**src/hw/rtl/aer_event_word_decoder_packetizer_top_macros.svh**
```systemverilog
// assertion macros for the event word decoder
`ifndef AER_EVENT_WORD_DECODER_PACKETIZER_TOP_MACROS_SVH
`define AER_EVENT_WORD_DECODER_PACKETIZER_TOP_MACROS_SVH

// condition implies consequence in the same cycle
`define AEWDP_ASSERT_SAME(label, cond, cons) \
    label: assert property (@(posedge i_clk) disable iff (!i_rst_n) (cond) |-> (cons)) \
        else $error("aewdp check failed");

// condition implies consequence in the next cycle
`define AEWDP_ASSERT_NEXT(label, cond, cons) \
    label: assert property (@(posedge i_clk) disable iff (!i_rst_n) (cond) |=> (cons)) \
        else $error("aewdp check failed");

`endif

```
**src/hw/rtl/aewdp_pkg.sv**
```systemverilog
package aewdp_pkg;

    // event kinds as carried on the output tuser
    typedef enum logic [1:0] {
        KIND_POLARITY = 2'd0,
        KIND_TRIGGER  = 2'd1,
        KIND_WRAP     = 2'd2,
        KIND_RESET    = 2'd3
    } t_kind;

    // configuration register indexes
    typedef enum logic [1:0] {
        CFG_POL_MAX_EVENTS  = 2'd0,
        CFG_POL_MAX_SPAN    = 2'd1,
        CFG_SPEC_MAX_EVENTS = 2'd2,
        CFG_SPEC_MAX_SPAN   = 2'd3
    } t_cfg_index;

    localparam int unsigned FILL_W  = 16;
    localparam int unsigned TIME_W  = 32;
    localparam int unsigned WRAP_W  = 18;
    localparam int unsigned TICK_W  = 14;

    localparam logic [FILL_W-1:0] POL_MAX_EVENTS_RST  = 16'd4096;
    localparam logic [TIME_W-1:0] POL_MAX_SPAN_RST    = 32'd5000;
    localparam logic [FILL_W-1:0] SPEC_MAX_EVENTS_RST = 16'd128;
    localparam logic [TIME_W-1:0] SPEC_MAX_SPAN_RST   = 32'd1000;

    localparam logic [6:0] X_MIRROR = 7'd127;

    // per-packet update request
    typedef struct packed {
        logic              step;
        logic              enter;
        logic              force_close;
        logic [TIME_W-1:0] stamp;
    } t_pkt_req;

    // one decoded result
    typedef struct packed {
        logic              back;
        logic              close_spec;
        logic              close_pol;
        logic              up;
        logic [6:0]        py;
        logic [6:0]        px;
        logic [TIME_W-1:0] stamp;
        t_kind             kind;
    } t_result;

endpackage

```
**src/hw/rtl/aewdp_packet.sv**
```systemverilog
module aewdp_packet
    import aewdp_pkg::*;
(
    input  logic              i_clk,
    input  logic              i_rst_n,
    input  t_pkt_req          i_req,
    input  logic [FILL_W-1:0] i_max_events,
    input  logic [TIME_W-1:0] i_max_span,
    output logic              o_close
);

    logic [FILL_W-1:0] r_fill;
    logic [FILL_W-1:0] r_cap;
    logic [TIME_W-1:0] r_first;
    logic [TIME_W-1:0] r_last;

    logic [FILL_W-1:0] n_fill_add;
    logic [FILL_W-1:0] n_cap;
    logic [TIME_W-1:0] n_first;
    logic [TIME_W-1:0] n_last;
    logic [TIME_W-1:0] span;
    logic              empty;

    // capacity latched at packet start, event joins, then close check
    always_comb begin
        empty      = (r_fill == '0);
        n_cap      = empty ? i_max_events : r_cap;
        n_fill_add = i_req.enter ? r_fill + FILL_W'(1) : r_fill;
        n_first    = (i_req.enter && empty) ? i_req.stamp : r_first;
        n_last     = i_req.enter ? i_req.stamp : r_last;
        span       = n_last - n_first;
        o_close    = i_req.force_close || (n_fill_add >= n_cap) ||
                     ((n_fill_add > FILL_W'(1)) && (span >= i_max_span));
    end

    // fill count
    always_ff @(posedge i_clk) begin
        if (!i_rst_n) begin
            r_fill <= '0;
        end else if (i_req.step) begin
            r_fill <= o_close ? '0 : n_fill_add;
        end
    end

    // packet bookkeeping, only read once the packet holds events
    always_ff @(posedge i_clk) begin
        if (i_req.step) begin
            r_cap   <= n_cap;
            r_first <= n_first;
            r_last  <= n_last;
        end
    end

endmodule

```
**src/hw/rtl/aer_event_word_decoder_packetizer_top.sv**
```systemverilog
// an accepted result is registered in r_out, or in r_skid while r_out waits
// throughput: one request per cycle while the skid register is empty, which keeps tready
//   high while one result waits; the decode and packet checks are combinational logic
// a wrap word that does not roll the wrap counter over produces no result
// synchronous active-low reset clears counters, fill counts and result valids
//   and loads the default configuration values
`include "aer_event_word_decoder_packetizer_top_macros.svh"

module aer_event_word_decoder_packetizer_top
    import aewdp_pkg::*;
(
    input  logic        i_clk,
    input  logic        i_rst_n,
    // configuration write port
    input  logic        i_cfg_we,
    input  logic [1:0]  i_cfg_index,
    input  logic [31:0] i_cfg_data,
    // slave side
    input  logic        i_s_tvalid,
    output logic        o_s_tready,
    input  logic [31:0] i_s_tdata,   // address_half[15:0], time_half[31:16]
    // master side
    output logic        o_m_tvalid,
    input  logic        i_m_tready,
    output logic [55:0] o_m_tdata,   // event_time[31:0], pixel_x[38:32], pixel_y[45:39],
                                     // brightness_up[46], close_polarity_packet[47],
                                     // close_special_packet[48], time_went_backwards[49]
    output logic [1:0]  o_m_tuser    // event_kind[1:0]
);

    // configuration registers
    logic [FILL_W-1:0] r_pol_max_events;
    logic [TIME_W-1:0] r_pol_max_span;
    logic [FILL_W-1:0] r_spec_max_events;
    logic [TIME_W-1:0] r_spec_max_span;

    always_ff @(posedge i_clk) begin
        if (!i_rst_n) begin
            r_pol_max_events  <= POL_MAX_EVENTS_RST;
            r_pol_max_span    <= POL_MAX_SPAN_RST;
            r_spec_max_events <= SPEC_MAX_EVENTS_RST;
            r_spec_max_span   <= SPEC_MAX_SPAN_RST;
        end else if (i_cfg_we) begin
            case (t_cfg_index'(i_cfg_index))
                CFG_POL_MAX_EVENTS:  r_pol_max_events  <= i_cfg_data[FILL_W-1:0];
                CFG_POL_MAX_SPAN:    r_pol_max_span    <= i_cfg_data;
                CFG_SPEC_MAX_EVENTS: r_spec_max_events <= i_cfg_data[FILL_W-1:0];
                CFG_SPEC_MAX_SPAN:   r_spec_max_span   <= i_cfg_data;
                default: ;
            endcase
        end
    end

    // handshake
    logic r_out_valid;
    logic r_skid_valid;
    logic accept;
    logic produce;
    logic take;

    assign o_s_tready = !r_skid_valid;
    assign accept     = i_s_tvalid && o_s_tready;
    assign take       = r_out_valid && i_m_tready;

    // word decode
    logic [15:0]       addr_half;
    logic [15:0]       time_half;
    logic              wrap_word;
    logic              rst_word;
    logic [WRAP_W-1:0] wrap_next;
    logic              emit;
    logic [TIME_W-1:0] stamp_calc;
    logic [WRAP_W-1:0] r_wrap_count;
    logic [TIME_W-1:0] r_prev_time;
    t_result           res;

    assign addr_half = i_s_tdata[15:0];
    assign time_half = i_s_tdata[31:16];

    always_comb begin
        wrap_word  = time_half[15];
        rst_word   = !time_half[15] && time_half[14];
        wrap_next  = r_wrap_count + WRAP_W'(1);
        emit       = !wrap_word || (wrap_next == '0);
        stamp_calc = TIME_W'(time_half) + {r_wrap_count, {TICK_W{1'b0}}};
        res        = '0;
        if (wrap_word) begin
            res.kind  = KIND_WRAP;
            res.stamp = '1;
        end else if (rst_word) begin
            res.kind  = KIND_RESET;
            res.stamp = '1;
        end else begin
            res.stamp = stamp_calc;
            res.back  = (stamp_calc < r_prev_time);
            if (addr_half[15]) begin
                res.kind = KIND_TRIGGER;
            end else begin
                res.kind = KIND_POLARITY;
                res.px   = X_MIRROR - addr_half[7:1];
                res.py   = addr_half[14:8];
                res.up   = !addr_half[0];
            end
        end
    end

    assign produce = accept && emit;

    // wrap counter and last decoded time
    always_ff @(posedge i_clk) begin
        if (!i_rst_n) begin
            r_wrap_count <= '0;
            r_prev_time  <= '0;
        end else if (accept) begin
            if (wrap_word) begin
                r_wrap_count <= wrap_next;
                if (emit) begin
                    r_prev_time <= '0;
                end
            end else if (rst_word) begin
                r_wrap_count <= '0;
                r_prev_time  <= '0;
            end else begin
                r_prev_time <= stamp_calc;
            end
        end
    end

    // packet trackers
    t_pkt_req pol_req;
    t_pkt_req spec_req;
    logic     pol_close;
    logic     spec_close;

    always_comb begin
        pol_req.step         = produce;
        pol_req.enter        = (res.kind == KIND_POLARITY);
        pol_req.force_close  = wrap_word || rst_word;
        pol_req.stamp        = res.stamp;
        spec_req             = pol_req;
        spec_req.enter       = (res.kind != KIND_POLARITY);
    end

    aewdp_packet u_pol_packet (
        .i_clk        (i_clk),
        .i_rst_n      (i_rst_n),
        .i_req        (pol_req),
        .i_max_events (r_pol_max_events),
        .i_max_span   (r_pol_max_span),
        .o_close      (pol_close)
    );

    aewdp_packet u_spec_packet (
        .i_clk        (i_clk),
        .i_rst_n      (i_rst_n),
        .i_req        (spec_req),
        .i_max_events (r_spec_max_events),
        .i_max_span   (r_spec_max_span),
        .o_close      (spec_close)
    );

    t_result full_res;

    always_comb begin
        full_res            = res;
        full_res.close_pol  = pol_close;
        full_res.close_spec = spec_close;
    end

    // output register with skid stage
    t_result r_out;
    t_result r_skid;
    logic    n_out_valid;
    logic    n_skid_valid;

    always_comb begin
        n_out_valid  = r_out_valid;
        n_skid_valid = r_skid_valid;
        if (take) begin
            n_out_valid  = r_skid_valid;
            n_skid_valid = 1'b0;
        end
        if (produce) begin
            if (!r_out_valid || take) begin
                n_out_valid = 1'b1;
            end else begin
                n_skid_valid = 1'b1;
            end
        end
    end

    always_ff @(posedge i_clk) begin
        if (!i_rst_n) begin
            r_out_valid  <= 1'b0;
            r_skid_valid <= 1'b0;
        end else begin
            r_out_valid  <= n_out_valid;
            r_skid_valid <= n_skid_valid;
        end
    end

    always_ff @(posedge i_clk) begin
        if (produce && (!r_out_valid || take)) begin
            r_out <= full_res;
        end else if (take && r_skid_valid) begin
            r_out <= r_skid;
        end
        if (produce && r_out_valid && !take) begin
            r_skid <= full_res;
        end
    end

    assign o_m_tvalid = r_out_valid;
    assign o_m_tuser  = r_out.kind;
    assign o_m_tdata  = {6'b0, r_out.back, r_out.close_spec, r_out.close_pol, r_out.up,
                         r_out.py, r_out.px, r_out.stamp};

    // checks
    logic out_marker;
    logic marker_closed;
    logic wrap_state_clear;

    assign out_marker       = r_out_valid && r_out.kind[1];
    assign marker_closed    = (r_out.stamp == '1) && r_out.close_pol && r_out.close_spec;
    assign wrap_state_clear = (r_wrap_count == '0) && (r_prev_time == '0);

    `AEWDP_ASSERT_SAME(a_skid_behind_out, r_skid_valid, r_out_valid)
    `AEWDP_ASSERT_SAME(a_marker_closes_all, out_marker, marker_closed)
    `AEWDP_ASSERT_NEXT(a_reset_word_clears, accept && rst_word, wrap_state_clear)
    `AEWDP_ASSERT_NEXT(a_drain_empties, take && !r_skid_valid && !produce, !r_out_valid)

endmodule
```
**config.mk**
```make
export PLATFORM = sky130hd
export DESIGN_NAME = aer_event_word_decoder_packetizer_top
export DESIGN_NICKNAME = d
export VERILOG_FILES = /design/src/hw/rtl/aewdp_pkg.sv /design/src/hw/rtl/aewdp_packet.sv /design/src/hw/rtl/aer_event_word_decoder_packetizer_top.sv
export VERILOG_INCLUDE_DIRS = /design/src /design/src/hw/rtl
export SDC_FILE = /design/constraint.sdc
export NUM_CORES = 1
export LEC_CHECK = 0
export ABC_AREA = 1
export BUFFER_PORTS_ARGS = -buffer_cell sky130_fd_sc_hd__buf_2
export CORE_MARGIN = 2
export CORE_UTILIZATION = 56
export DETAILED_ROUTE_END_ITERATION = 12
export HOLD_SLACK_MARGIN = 0.12
export PLACE_DENSITY = 0.77
export SLEW_MARGIN = 10
export SYNTH_ARGS = -nofsm -noshare
export SYNTH_HDL_FRONTEND = slang
export SYNTH_SLANG_ARGS = --single-unit
```
**constraint.sdc**
```tcl
create_clock -name i_clk -period 7.39 [get_ports i_clk]
set_clock_uncertainty 0.1 [all_clocks]
set_input_delay 0.3695 -clock i_clk [delete_from_list [all_inputs] [get_ports i_clk]]
set_output_delay 0.3695 -clock i_clk [all_outputs]
set_load 0.02 [all_outputs]
```
# Yosys cells after proc, flatten, opt, wreduce, memory -nomap -nowiden
# Index checks and enable logic that the tools add are counted.
# totals
ff_bits	444
inputBits	71
output_inout_bits	60
# classes
reduce_logical	38
n_addsub	7
n_eq_ne	4
magnitude_cmp	7
n_mux	31
# op_table
op	count
2-to-1 mux 32 bit	7
2-to-1 mux 52 bit	2
2-to-1 mux 16 bit	6
2-to-1 mux 34 bit	2
greater-or-equal comparator 32 bit	2
subtractor 32 bit	2
2-to-1 mux 15 bit	3
2-to-1 mux 18 bit	2
adder 16 x 1 -> 16 bit, second input constant	2
adder 16 x 32 -> 32 bit	1
greater-or-equal comparator 16 bit	2
> comparator 16 x 1 -> 1 bit, second input constant	2
zero test 16 bit	2
less-than comparator 32 bit	1
adder 18 x 1 -> 18 bit, second input constant	1
zero test 18 bit	1
logical AND 1 bit	12
AND reduction 2 bit	6
2-to-1 mux 1 bit	9
logical OR 1 bit	7
subtractor 7 bit, first input constant	1
nonzero test 2 bit	3
zero test 1 bit	5
equality test 2 bit, second input constant	2
other kinds (3)	4

# Depth between registers and ports, before layout
# logic_depth
ltp_word	12
mapped_depth	37

# Modules after synthesis
# Synthesis repeated with hierarchy kept, for this count alone.
# hier_totals
hier_cells	3592
hier_area_um2	27251.1
# modules_own_cells
mod	area_per_inst_um2	cells_per_inst	instances	seq_area_each_um2
aer_event_word_decoder_packetizer_top	11344.6	1381	1	6085.8
aewdp_packet at u_pol_packet	7968.9	1106	1	2722.6
aewdp_packet at u_spec_packet	7937.6	1105	1	2722.6

# Worst setup path before layout
# No wires, ideal clock.
# synth_path
kind	flip-flop to flip-flop
startpoint	reg r_wrap_count[2]
endpoint	reg u_spec_packet.r_fill[10]
slack_ps	422
period_less_slack_ps	6968
path_stages_with_launch	14
path_buffers	2
required_time_ps	6944
arrival_ps	6523
setup_time_ps	346
path_cell_list	dfxtp_1 > buf_4 > nand3_1 > nor2_1 > nand2_1 > nor2_1 > nand3_1 > xor2_1 > nand2_1 > nor2_1 > nand3_1 > a21oi_4 > clkbuf_1 > a21oi_1
# synth_via
elab_cells_between_ends	14
cone_classes	add/sub (3); order compare (1); mux (5); reduce/logical (5)
# synth_rtl
element	line_no	text
start: declaration	aer_event_word_decoder_packetizer_top.sv:73	logic [WRAP_W-1:0] r_wrap_count;
start signal: assignment	aer_event_word_decoder_packetizer_top.sv:116	r_wrap_count <= wrap_next;
adder 18 x 1 -> 18 bit	aer_event_word_decoder_packetizer_top.sv:83	wrap_next = r_wrap_count + WRAP_W'(1);
zero test 18 bit	aer_event_word_decoder_packetizer_top.sv:84	emit = !wrap_word || (wrap_next == '0);
logical OR 1 bit	aer_event_word_decoder_packetizer_top.sv:84	
logical AND 1 bit	aer_event_word_decoder_packetizer_top.sv:107	assign produce = accept && emit;
net produce	aer_event_word_decoder_packetizer_top.sv:58	logic produce;
end signal: assignment	aewdp_packet.sv:41	r_fill <= o_close ? '0 : n_fill_add;
end: declaration	aewdp_packet.sv:12	logic [FILL_W-1:0] r_fill;
# The timed path passes the listed nets, and every way through them passes these cells.
# A chain may end at the register's enable or synchronous reset.

==> results.tsv <==
stage	metric	value	unit
synthesis	fraction of synthesized area in multiplexers	0	
sta	share of the clock period used by the worst path after layout	0.899	
drt	top layer in use	met5	
layout	final design utilization	0.641	
sta	final-report max-slew violation count	0	
cts	H-tree levels	2	
grt	Congestion Overflow GR	0	
synthesis	commonest cells in the synthesized netlist	727 x sky130_fd_sc_hd__nand2_1, 510 x sky130_fd_sc_hd__inv_1, 328 x sky130_fd_sc_hd__o21ai_0	
synthesis	most common flop cell mapped by yosys	sky130_fd_sc_hd__edfxtp_1	
drt	detailed-route wire length on metal 1	30.9	mm
synthesis	Yosys warning total	0	
drt	WL met3	7.14	mm
cts	clock sinks	444	
run	max-capacitance violation count	0	
critical_path	reg2reg path depth	27	
drt	first-iteration detailed-routing DRC count	2768	
drt	wire length on met2	33.0	mm
synthesis	library cell occupying the most area in the post-synthesis netlist	sky130_fd_sc_hd__edfxtp_1	
drt	via count normalized by instance count	5.57	
critical_path	Setup crit end	o_m_tdata[48]	
placement	total of buffers placed on input and output ports	124	
synthesis	#FFs+latches synth	444	
synthesis	number of different library cells in the post-synthesis netlist	48	
critical_path	nature of the critical path endpoint	flop	
drt	Final ANT Viol Nets	0	
cts	Clk Latency, worst-skew pair	600	ps
synthesis	adder and majority cell fraction of the synthesized area	0.0934	
layout	area grow syn2layout	13.3	%
layout	number of nets in the final layout	3779	
layout	share of layout cells above drive strength 1	0.0796	
sta	highest clock rate	0.151	GHz
power	IR drop worst, VDD	0.207	mV
power	leak pwr	13.4	nW
floorplanning	area of the core region	46400	µm²
synthesis	sequential-to-total area share from yosys stat	0.440	
synthesis	most numerous cell in the Yosys netlist	sky130_fd_sc_hd__nand2_1	
cts	clock buffers created by TritonCTS	48	
sta	transition at the pin with the smallest max-transition slack	1040	ps
critical_path	worst reg2reg path endpoint	o_m_tdata[48]	
grt	via count of the first global-routing pass	21448	
critical_path	startpoint of the worst-slack reg-to-reg timing path	r_wrap_count[0]	
grt	Total Routing Usage GR	0.300	
grt	pin count of the biggest net entering global routing	88	
cts	Clock Tree Root	sky130_fd_sc_hd__clkbuf_16	
floorplanning	number of placed I/O pins	131	
sta	tightest slew margin relative to the limit	0.308	
floorplanning	standard-cell rows	79	
cts	Longest Clk Path Bufs	3	
cts	clock-pin slew on the worst setup and hold paths	60	ps
drt	# DRC	0	
synthesis	post-synthesis average cell area	7.82	µm²
status	run status	finished clean	
sta	final-layout worst hold slack	144	ps
synthesis	Syn Inst Count	3355	
hold_path	hold path start	i_s_tdata[30]	
floorplanning	die area	48600	µm²
placement	gp weighted congestion	0.957	
synthesis	area fraction in compound gates after synthesis	0.139	
cts	Post-CTS Resized	0	
sta	setup violators final	0	
critical_path	data required time of the critical path	7770	ps
sta	unrepaired setup endpoints after global routing	no	
hold_path	path class of the lowest-slack min-delay path	in -> reg	
critical_path	cell type with the highest occurrence count on the critical path	sky130_fd_sc_hd__nand2_1	
critical_path	worst reg2reg setup slack	750	ps
power	power per cell area	230	nW/µm²
sta	final critical path time including I/O delays and setup	6640	ps
drt	total vias in the final route	23160	
synthesis	fraction of post-synthesis cell area in the top cell type by area	0.302	
grt	number of antenna violations at the first check in global routing	4	
synthesis	largest cells by area after synthesis	sky130_fd_sc_hd__edfxtp_1 30%, sky130_fd_sc_hd__dfxtp_1 14%, sky130_fd_sc_hd__nand2_1 10%	
synthesis	proportion of synthesized flip-flops having asynchronous set or reset	0	
synthesis	total standard cell area after synthesis	26200	µm²
grt	wire length of the first global-routing pass	113	mm
drt	TritonRoute pass-1 iters	6	
critical_path	sort of element at the start of the critical path	flop	
critical_path	launch point of the critical path	r_wrap_count[0]	
power	total power after layout	6.85	mW
floorplanning	Starting Density	0.566	
placement	half-perimeter wire length after detailed placement	52.0	mm
sta	final hold vios	0	
synthesis	xor/xnor cell area share of the yosys netlist	0.0304	
critical_path	critical-path cell with the highest stage delay	sky130_fd_sc_hd__fa_1	
cts	CTS tree	done	
critical_path	Largest stage delay, worst path	440	ps
floorplanning	chip width	220	µm
drt	final wirelength	73.6	mm
synthesis	number of synthesized flops with an enable pin	264	
cts	postcts setup bufs	0	
sta	Fin Setup TNS	0	ps
critical_path	arrival time reported for the critical path endpoint	7020	ps
critical_path	crit-path max FO	17	
layout	number of antenna repair diodes	0	
critical_path	classification of the worst setup path	reg -> reg	
synthesis	Synth Area in Simple Gates	0.203	
floorplanning	DIE HEIGHT	220	µm
drt	average wire per standard cell	17.7	µm
synthesis	combinational family with the most area after synthesis	simple AND/OR/NAND/NOR gates	
-- how the worst min path moves through the flow --
| stage | end | cells past startpoint |
|---|---|---|
| 6_report | r_skid[0] | 3 |
| 5_1_grt | r_skid[0] | 3 |
| 4_1_cts | r_skid[0] | 3 |
| 3_5_place_dp | r_spec_max_events[0] | 2 |
| 3_3_place_gp | r_spec_max_events[0] | 2 |
| 2_1_floorplan | r_spec_max_events[0] | 2 |
-- sequential cells by signal (all words and copies together), names as in the netlist --
| signal | cells |
|---|---|
| o_m_tvalid | 1 |
| u_pol_packet.r_cap | 16 |
| o_m_tdata | 50 |
| u_spec_packet.r_last | 32 |
| r_prev_time | 32 |
| r_wrap_count | 18 |
| o_m_tuser | 2 |
| r_pol_max_events | 16 |
| r_skid_valid | 1 |
| u_spec_packet.r_cap | 16 |
| u_pol_packet.r_fill | 16 |
| r_spec_max_events | 16 |
| u_spec_packet.r_fill | 16 |
| r_spec_max_span | 32 |
| r_skid | 52 |
| r_pol_max_span | 32 |
| u_pol_packet.r_last | 32 |
| u_pol_packet.r_first | 32 |
| u_spec_packet.r_first | 32 |
-- layout make-up --
cell class / instances / area [µm²]
Fill cell: 3869 / 16600
Multi-Input combinational cell: 2285 / 12300
Sequential cell: 444 / 11500
Inverter: 515 / 1930
Timing Repair Buffer: 220 / 1510
Clock buffer: 65 / 1390
Tap cell: 607 / 759
Clock inverter: 25 / 305
-- metrics by stage --
stage          instances  area (µm²)  worst slack [ps]
2_1_floorplan       3360       26200               422
3_3_place_gp        4004       27400              1010
3_5_place_dp        4004       27400               922
4_1_cts             4161       29700               964
5_1_grt             4161       29700               281
6_report            4161       29700               746
-- repair_timing --
action	4_1_cts	5_1_grt
setup endpoints to repair	0	0
endpoints found under the hold margin	143	0
hold buffers	67	0
-- where the power goes --
group	switching (mW)	internal [mW]
sequential	0.0463	2.75
combinational	0.980	0.508
clock	1.05	1.51
total	2.08	4.77
-- metal layers --
metal / vias to the layer above / track usage
met3: 179 / 0.0646
met2: 1062 / 0.473
met1: 10585 / 0.405
met5: - / 0
met4: 4 / 0.116
li1: 11330 / -
-- worst max-delay path: cells and delay by family, from the launching register on --
kind,cells,cell delay [ps]
simple gates,15,3140
fa+ha+maj,4,1350
compound gates,3,670
xor+xnor,2,550
flops,1,420
buf+inv,3,250
-- cell families after synthesis --
family,after synthesis
and+or+nand+nor,1296
DFF,444
other,1
buffers and inverters,631
adders and majority gates,194
AOI/OAI and AO/OA,698
xor gates and xnor gates,91
-- placed cells by master, fill, tap and decap left out, types with 53 or more instances in the layout --
cell type / n
sky130_fd_sc_hd__a21oi_1: 280
sky130_fd_sc_hd__buf_2: 123
sky130_fd_sc_hd__clkbuf_16: 53
sky130_fd_sc_hd__dfxtp_1: 180
sky130_fd_sc_hd__dlygate4sd3_1: 67
sky130_fd_sc_hd__edfxtp_1: 264
sky130_fd_sc_hd__ha_1: 191
sky130_fd_sc_hd__inv_1: 509
sky130_fd_sc_hd__nand2_1: 725
sky130_fd_sc_hd__nand3_1: 136
sky130_fd_sc_hd__nor2_1: 307
sky130_fd_sc_hd__o21ai_0: 328
sky130_fd_sc_hd__xor2_1: 66
No activity file was read; power rests on OpenSTA's default activity.
